<file path="src/sv/igr_pkg.sv">
// Shared types and codes for the interval gap reservation block
package igr_pkg;

  localparam int unsigned ModeBits   = 2;
  localparam int unsigned StatusBits = 2;

  // Operation carried by an input item
  typedef enum logic [ModeBits-1:0] {
    MODE_QUERY   = 2'd0,
    MODE_RESERVE = 2'd1,
    MODE_CLEAR   = 2'd2
  } igr_mode_e;

  // Outcome reported with each result item
  typedef enum logic [StatusBits-1:0] {
    STATUS_OK       = 2'd0,
    STATUS_FULL     = 2'd1,
    STATUS_OVERFLOW = 2'd2
  } igr_status_e;

  // Per-cycle command broadcast to every cell of the row
  typedef struct packed {
    logic eval;   // compare held interval against bound and predecessor gap
    logic fit;    // form the gap candidate flag
    logic ins;    // insert: cells after the slot shift up, slot cell loads
    logic merge;  // extend the interval just before the slot
  } igr_cell_ctrl_t;

endpackage

</file>
<file path="src/sv/igr_cell.sv">
// One table cell: holds a busy interval, evaluates it and shifts with its neighbour
module igr_cell import igr_pkg::*; #(
  parameter int unsigned Index    = 0,
  parameter int unsigned TimeBits = 32,
  parameter int unsigned CntBits  = 7
) (
  input  logic                clk_i,
  input  igr_cell_ctrl_t      ctrl_i,
  input  logic [CntBits-1:0]  used_i,
  input  logic [CntBits-1:0]  first_i,
  input  logic [TimeBits-1:0] bound_i,
  input  logic [TimeBits-1:0] len_i,
  input  logic [TimeBits-1:0] p1_i,
  input  logic [TimeBits-1:0] new_start_i,
  input  logic [TimeBits-1:0] new_end_i,
  input  logic [TimeBits-1:0] prev_start_i,
  input  logic [TimeBits-1:0] prev_end_i,
  input  logic                is_k1_i,
  input  logic                after_k1_i,
  input  logic                is_cur_i,
  input  logic                after_cur_i,
  input  logic                next_is_cur_i,
  output logic [TimeBits-1:0] start_o,
  output logic [TimeBits-1:0] end_o,
  output logic                sel1_o,
  output logic                cand_o
);

  localparam logic [CntBits-1:0] IdxC = CntBits'(Index);

  logic [TimeBits-1:0] start_q, end_q;
  logic                sel1_q, sel1_d;
  logic                fit_q, fit_d;
  logic                cand_q, cand_d;
  logic [TimeBits-1:0] diff_prev, diff_p1;
  logic                valid;

  // Local comparisons; only entries below the fill count take part
  always_comb begin
    valid     = IdxC < used_i;
    diff_prev = start_q - prev_end_i;
    diff_p1   = start_q - p1_i;
    sel1_d    = valid && (IdxC >= first_i) && (start_q >= bound_i);
    fit_d     = (start_q >= prev_end_i) && (diff_prev >= len_i);
    cand_d    = valid && ((is_k1_i && (start_q >= p1_i) && (diff_p1 >= len_i)) ||
                          (after_k1_i && fit_q));
  end

  // Search flags
  always_ff @(posedge clk_i) begin
    if (ctrl_i.eval) begin
      sel1_q <= sel1_d;
      fit_q  <= fit_d;
    end
    if (ctrl_i.fit) begin
      cand_q <= cand_d;
    end
  end

  // Interval storage: shift up, load the new interval or extend on merge
  always_ff @(posedge clk_i) begin
    if (ctrl_i.ins && after_cur_i) begin
      start_q <= prev_start_i;
      end_q   <= prev_end_i;
    end else if (ctrl_i.ins && is_cur_i) begin
      start_q <= new_start_i;
      end_q   <= new_end_i;
    end else if (ctrl_i.merge && next_is_cur_i) begin
      end_q   <= new_end_i;
    end
  end

  assign start_o = start_q;
  assign end_o   = end_q;
  assign sel1_o  = sel1_q;
  assign cand_o  = cand_q;

endmodule

</file>
<file path="config.mk">
export PLATFORM = sky130hd
export DESIGN_NAME = igr_cell
export DESIGN_NICKNAME = d
export VERILOG_FILES = /design/src/sv/igr_pkg.sv /design/src/sv/igr_cell.sv
export SDC_FILE = /design/constraint.sdc
export NUM_CORES = 1
export LEC_CHECK = 0
export CAP_MARGIN = 20
export CELL_PAD_IN_SITES_DETAIL_PLACEMENT = 0
export CELL_PAD_IN_SITES_GLOBAL_PLACEMENT = 1
export CORE_MARGIN = 2
export CORE_UTILIZATION = 50
export DETAILED_ROUTE_END_ITERATION = 10
export DONT_BUFFER_PORTS = 1
export HOLD_SLACK_MARGIN = 0.03
export PLACE_DENSITY = 0.93
export REMOVE_ABC_BUFFERS = 1
export SLEW_MARGIN = 20
export SYNTH_ARGS = -nofsm -noshare
export SYNTH_HDL_FRONTEND = slang
export SYNTH_SLANG_ARGS = --single-unit
</file>
<file path="constraint.sdc">
create_clock -name clk_i -period 14.9 [get_ports clk_i]
set_clock_uncertainty 0.15 [all_clocks]
set_input_delay 2.235 -clock clk_i [delete_from_list [all_inputs] [get_ports clk_i]]
set_output_delay 2.235 -clock clk_i [all_outputs]
set_load 0.01 [all_outputs]
</file>
=== After elaboration in Yosys (flattened, before gate mapping) ===
Index checks and enable logic that the tools add are counted.
W data, S select, Z words.

* Div/mod/pow operators: 0
* Bitwise gates (word level): 0
* $mul: 0
* Reduce and logical (&&, ||, !) cells: 13
* Shifts and indexed selects: 0
* $lt $le $gt $ge: 7
* Equality and inequality tests: 0
* Mux-type cells: 5
* Add/sub/neg operators: 2

{| class="wikitable"
|+ Operators by type and width
! cell !! number
|-
| $ge A32 B32 Y1 || 5
|-
| $mux W32 || 5
|-
| $sub A32 B32 Y32 || 2
|-
| $logic_and A1 B1 Y1 || 10
|-
| $ge A1 B7 Y1 const A || 1
|-
| $lt A1 B7 Y1 const A || 1
|-
| $reduce_bool A3 Y1 || 1
|-
| $reduce_bool A2 Y1 || 1
|-
| $logic_or A1 B1 Y1 || 1
|}

* Memories: 0
* Output and inout bits: 66
* Word-level logic and storage cells: 32
* Latch bits: 0
* Input bits: 248
* Register bits: 67
* Bits in read-only memories: 0
* Memory bits (writable): 0

=== Depth between registers and ports, before layout ===
* Word-level depth: 5
* Depth in mapped cells: 20
* Mapped depth without buffers: 20

=== Worst setup path before layout ===
OpenSTA, ideal clock, no wires.

* Kind: input-to-reg
* Start: input prev_end_i[0]
* End: register fit_q (data pin)
* Buffers on the path: 0
* Library setup time: 159 ps
* Stages: 17
* Slack: 8566 ps
* Data arrival time: 6025 ps
* Required time: 14591 ps
* Cells stage by stage: ha_1 inv_1 fa_1 a21o_1 a21oi_1 o21ai_0 a22oi_2 o21ba_2 o21ai_1 a221o_1 xor2_1 ha_1 nand4_1 or2_2 or4_1 or4_1 a22oi_1

* Cells in the longest elaborated chain, start to end: 3

{| class="wikitable"
|+ RTL lines
! what !! line !! RTL
|-
| start: declaration || igr_cell.sv:17 || <nowiki>input logic [TimeBits-1:0] prev_end_i,</nowiki>
|-
| $sub A32 B32 Y32 || igr_cell.sv:41 || <nowiki>diff_prev = start_q - prev_end_i;</nowiki>
|-
| $ge A32 B32 Y1 || igr_cell.sv:44 || <nowiki>fit_d = (start_q >= prev_end_i) && (diff_prev >= len_i);</nowiki>
|-
| $logic_and A1 B1 Y1 * || igr_cell.sv:44 ||
|-
| net fit_d || igr_cell.sv:33 || <nowiki>logic fit_q, fit_d;</nowiki>
|-
| end signal: assignment || igr_cell.sv:53 || <nowiki>fit_q <= fit_d;</nowiki>
|-
| end: declaration || igr_cell.sv:33 ||
|}

The timed path passes the listed nets; every way through them passes the cells marked *.
A chain may end at the register's enable or synchronous reset.

=== Final worst setup path ===
* Start: input prev_end_i[4]
* End: register fit_q (data pin)

Same word-level chain as after synthesis.

==> impl_metrics.tcl <==
set metrics [dict create \
    vdd_drop_max_v 0.00005449 \
    start_util 0.5094 \
    antenna_found_initial 0 \
    die_height_um 136.5 \
    stdcell_count 1257 \
    ys_seq_elements 67 \
    track_usage 0.2636 \
    seq_power_share 0.301 \
    hold_viol_final 0 \
    crit_type "in -> reg" \
    status "finished, final reports clean" \
    grt_max_degree 96 \
    async_reset_ff_frac 0 \
    rr_startpoint "start_o[0]" \
    dr.pass1.iters 5 \
    vias 7563 \
    seq_area_frac_synth 0.2291 \
    holdBufCountCts 0 \
    power.leakage_nw 4.556 \
    grt_pass1_wl_mm 37.27 \
    ys.warnings.count 0 \
    synth_edf_count 67 \
    crit_arrival_ns 6.42 \
    clock_sinks 67 \
    htree_num_levels 3 \
    rsz0062_at_grt "false" \
    switching_share 0.3917 \
    post-route-min-period_ns 6.381 \
    clock_latency_ns 0.35 \
    fmax_mhz 156.7 \
    place.gp.congestion 0.9248 \
    ant_nets 0 \
    cts_setup_buffers 0 \
    synth.distinct_cells 63 \
    clk_pin_slew_ns 0.05 \
    worst_slew_pin_slew_ns 0.9706 \
    hp-class "reg -> reg" \
    finalSetupViolCount 0 \
    reg2reg_slack_ns 9.80 \
    cts_tree "yes" \
    cts_root_buffer "clkbuf_16" \
    syn_avg_cell_area_um2 8.468 \
    maxCapViolCount 0 \
    num-nets-final 1438 \
    multi_input_area_mm2 0.006142 \
    wl_mm 25.34 \
    worstSetupEndpointType "register" \
    diodes 0 \
    post_drt_wl_per_cell_um 20.16 \
    synth_flop_cell "edfxtp_1" \
    p_comb_frac 0.461 \
    io_buffer_count 0 \
    grt_pass1_vias 7053 \
    rr_endpoint "fit_q" \
    crit_path_max_fanout 5 \
    cts_inserted_buffers 9 \
    regArea_mm2 0.002012 \
    nFillCells 1657 \
    die_w_um 136.5 \
    hpwl_mm 21.09 \
    netlist_instances 1037 \
    max-slew-margin-rel 0.3529 \
    r2r_cells 18 \
    first_iter_violations 580 \
    min_path_cells 2 \
    hp-start "fit_q" \
    core_area_mm2 0.01724 \
    num_io_pins 314 \
    post_cts_resized 0 \
    via_per_inst 6.017 \
    syn_area_mm2 0.008781 \
    grt.overflow.total 0 \
    worstPathRequired_ns 14.94 \
    drv_slew 0 \
    tns_ns 0 \
    whs_ns 0.7222 \
    period_share 0.4282 \
    core.rowCount 48 \
    whs_endpoint "cand_o" \
    worst_setup_path_start_kind "input port" \
    internal_power_mw 0.5444 \
    dp_cells 1242 \
    clkPwrFrac 0.238 \
    syn_to_final_growth_pct 5.671 \
    cts.path.max_buffers 2 \
    drc 0 \
    layout-drive-gt1-share 0.06008 \
    p_switching_mw 0.3506 \
    dieArea_mm2 0.01864 \
    powerDensity_mw_per_mm2 96.45 \
    power.total_mw 0.8949 \
]
-- through the flow --
stage	cell area [um2]	setup WS, ns	utilization
6_report	9279	8.519	0.5383
3_3_place_gp	9002	8.336	0.5223
2_1_floorplan	8697	8.570	-
5_1_grt	9279	8.289	0.5383
3_5_place_dp	9002	8.205	0.5223
4_1_cts	9279	8.567	0.5383
-- cell usage after synthesis, drive strengths merged, types with 9 or more instances --
master,number,share of area
nand4,19,0.014
xnor2,28,0.028
clkbuf,15,0.0064
o21ai,73,0.042
nand2,72,0.031
o21a,11,0.0094
nor2b,12,0.0085
nand3,21,0.012
mux2,35,0.045
a211oi,9,0.0077
a21o,69,0.059
nor3,17,0.0097
nor2,37,0.016
inv,147,0.063
ha,160,0.23
xor2,19,0.019
o211ai,12,0.010
a21oi,81,0.046
nand2b,11,0.0078
edfxtp,67,0.23
o21bai,17,0.015
-- placed cells by master (no fill, tap or decap), types with 10 or more instances in the layout --
cell	count
nand3_1	21
nand4_1	19
ha_1	160
nor2b_1	12
nor3_1	17
mux2_2	35
a21oi_1	81
nand2b_1	11
xor2_1	19
nor2_1	37
inv_1	147
o21a_1	10
edfxtp_1	67
o211ai_1	12
o21bai_1	17
o21ai_0	69
xnor2_1	28
nand2_1	71
a21o_1	69
-- cell families after synthesis --
| group | Yosys count | share of synthesized area |
|---|---|---|
| fa+ha+maj | 162 | 0.2325 |
| xor+xnor | 47 | 0.04688 |
| compound gates | 325 | 0.2408 |
| flops | 67 | 0.2291 |
| mux | 37 | 0.04716 |
| simple gates | 230 | 0.1311 |
| buf+inv | 169 | 0.07238 |
-- worst max-delay path by stage --
stage	start	end	cells after the start	slack, ns
CTS	prev_end_i[0]	fit_q	17	8.57
finish	prev_end_i[4]	fit_q	15	8.52
global route	prev_end_i[0]	fit_q	17	8.29
floorplan	prev_end_i[0]	fit_q	17	8.57
global placement	prev_end_i[0]	fit_q	17	8.34
detailed placement	prev_end_i[0]	fit_q	17	8.21
-- final cells by class --
cell class,count,area share
Multi-Input combinational cell,801,0.6619
Tap cell,225,0.03034
Clock inverter,3,0.004315
Sequential cell,67,0.2168
Timing Repair Buffer,2,0.001618
Clock buffer,12,0.02549
Inverter,147,0.05947
-- critical path: stages --
cell and delay [ns]:
inv_1 0.04, ha_1 0.35, nand3_1 0.13, o21ai_0 0.41, a41oi_1 0.27, o2111a_1 0.37
or3_1 0.41, o2111ai_1 0.21, o311ai_1 0.16, ha_1 0.33, nand4_1 0.08, or2_2 0.32
or4_1 0.50, or4_1 0.41, a22oi_1 0.19
-- power by group through the flow --
stage,logic [mW],registers (mW),clock network [mW]
finish,0.412,0.270,0.213
global route,0.467,0.272,0.222
CTS,0.408,0.269,0.216
detailed placement,0.404,0.273,0
global placement,0.398,0.273,0
floorplan,0.321,0.259,0
-- routing by layer --
metal  up-vias  share of wire  global-route usage
li1       3772              -                   -
met1      3451           0.47              0.3623
met2       300           0.44              0.4131
met3        40          0.064             0.05296
met4         0          0.025             0.08738
met5         -              0                   0
-- state kept, by name, indices dropped and copies added, names as in the netlist --
register and flops:
sel1_o 1, end_o 32, start_o 32, fit_q 1, cand_o 1
No activity file was read; power rests on OpenSTA's default activity.
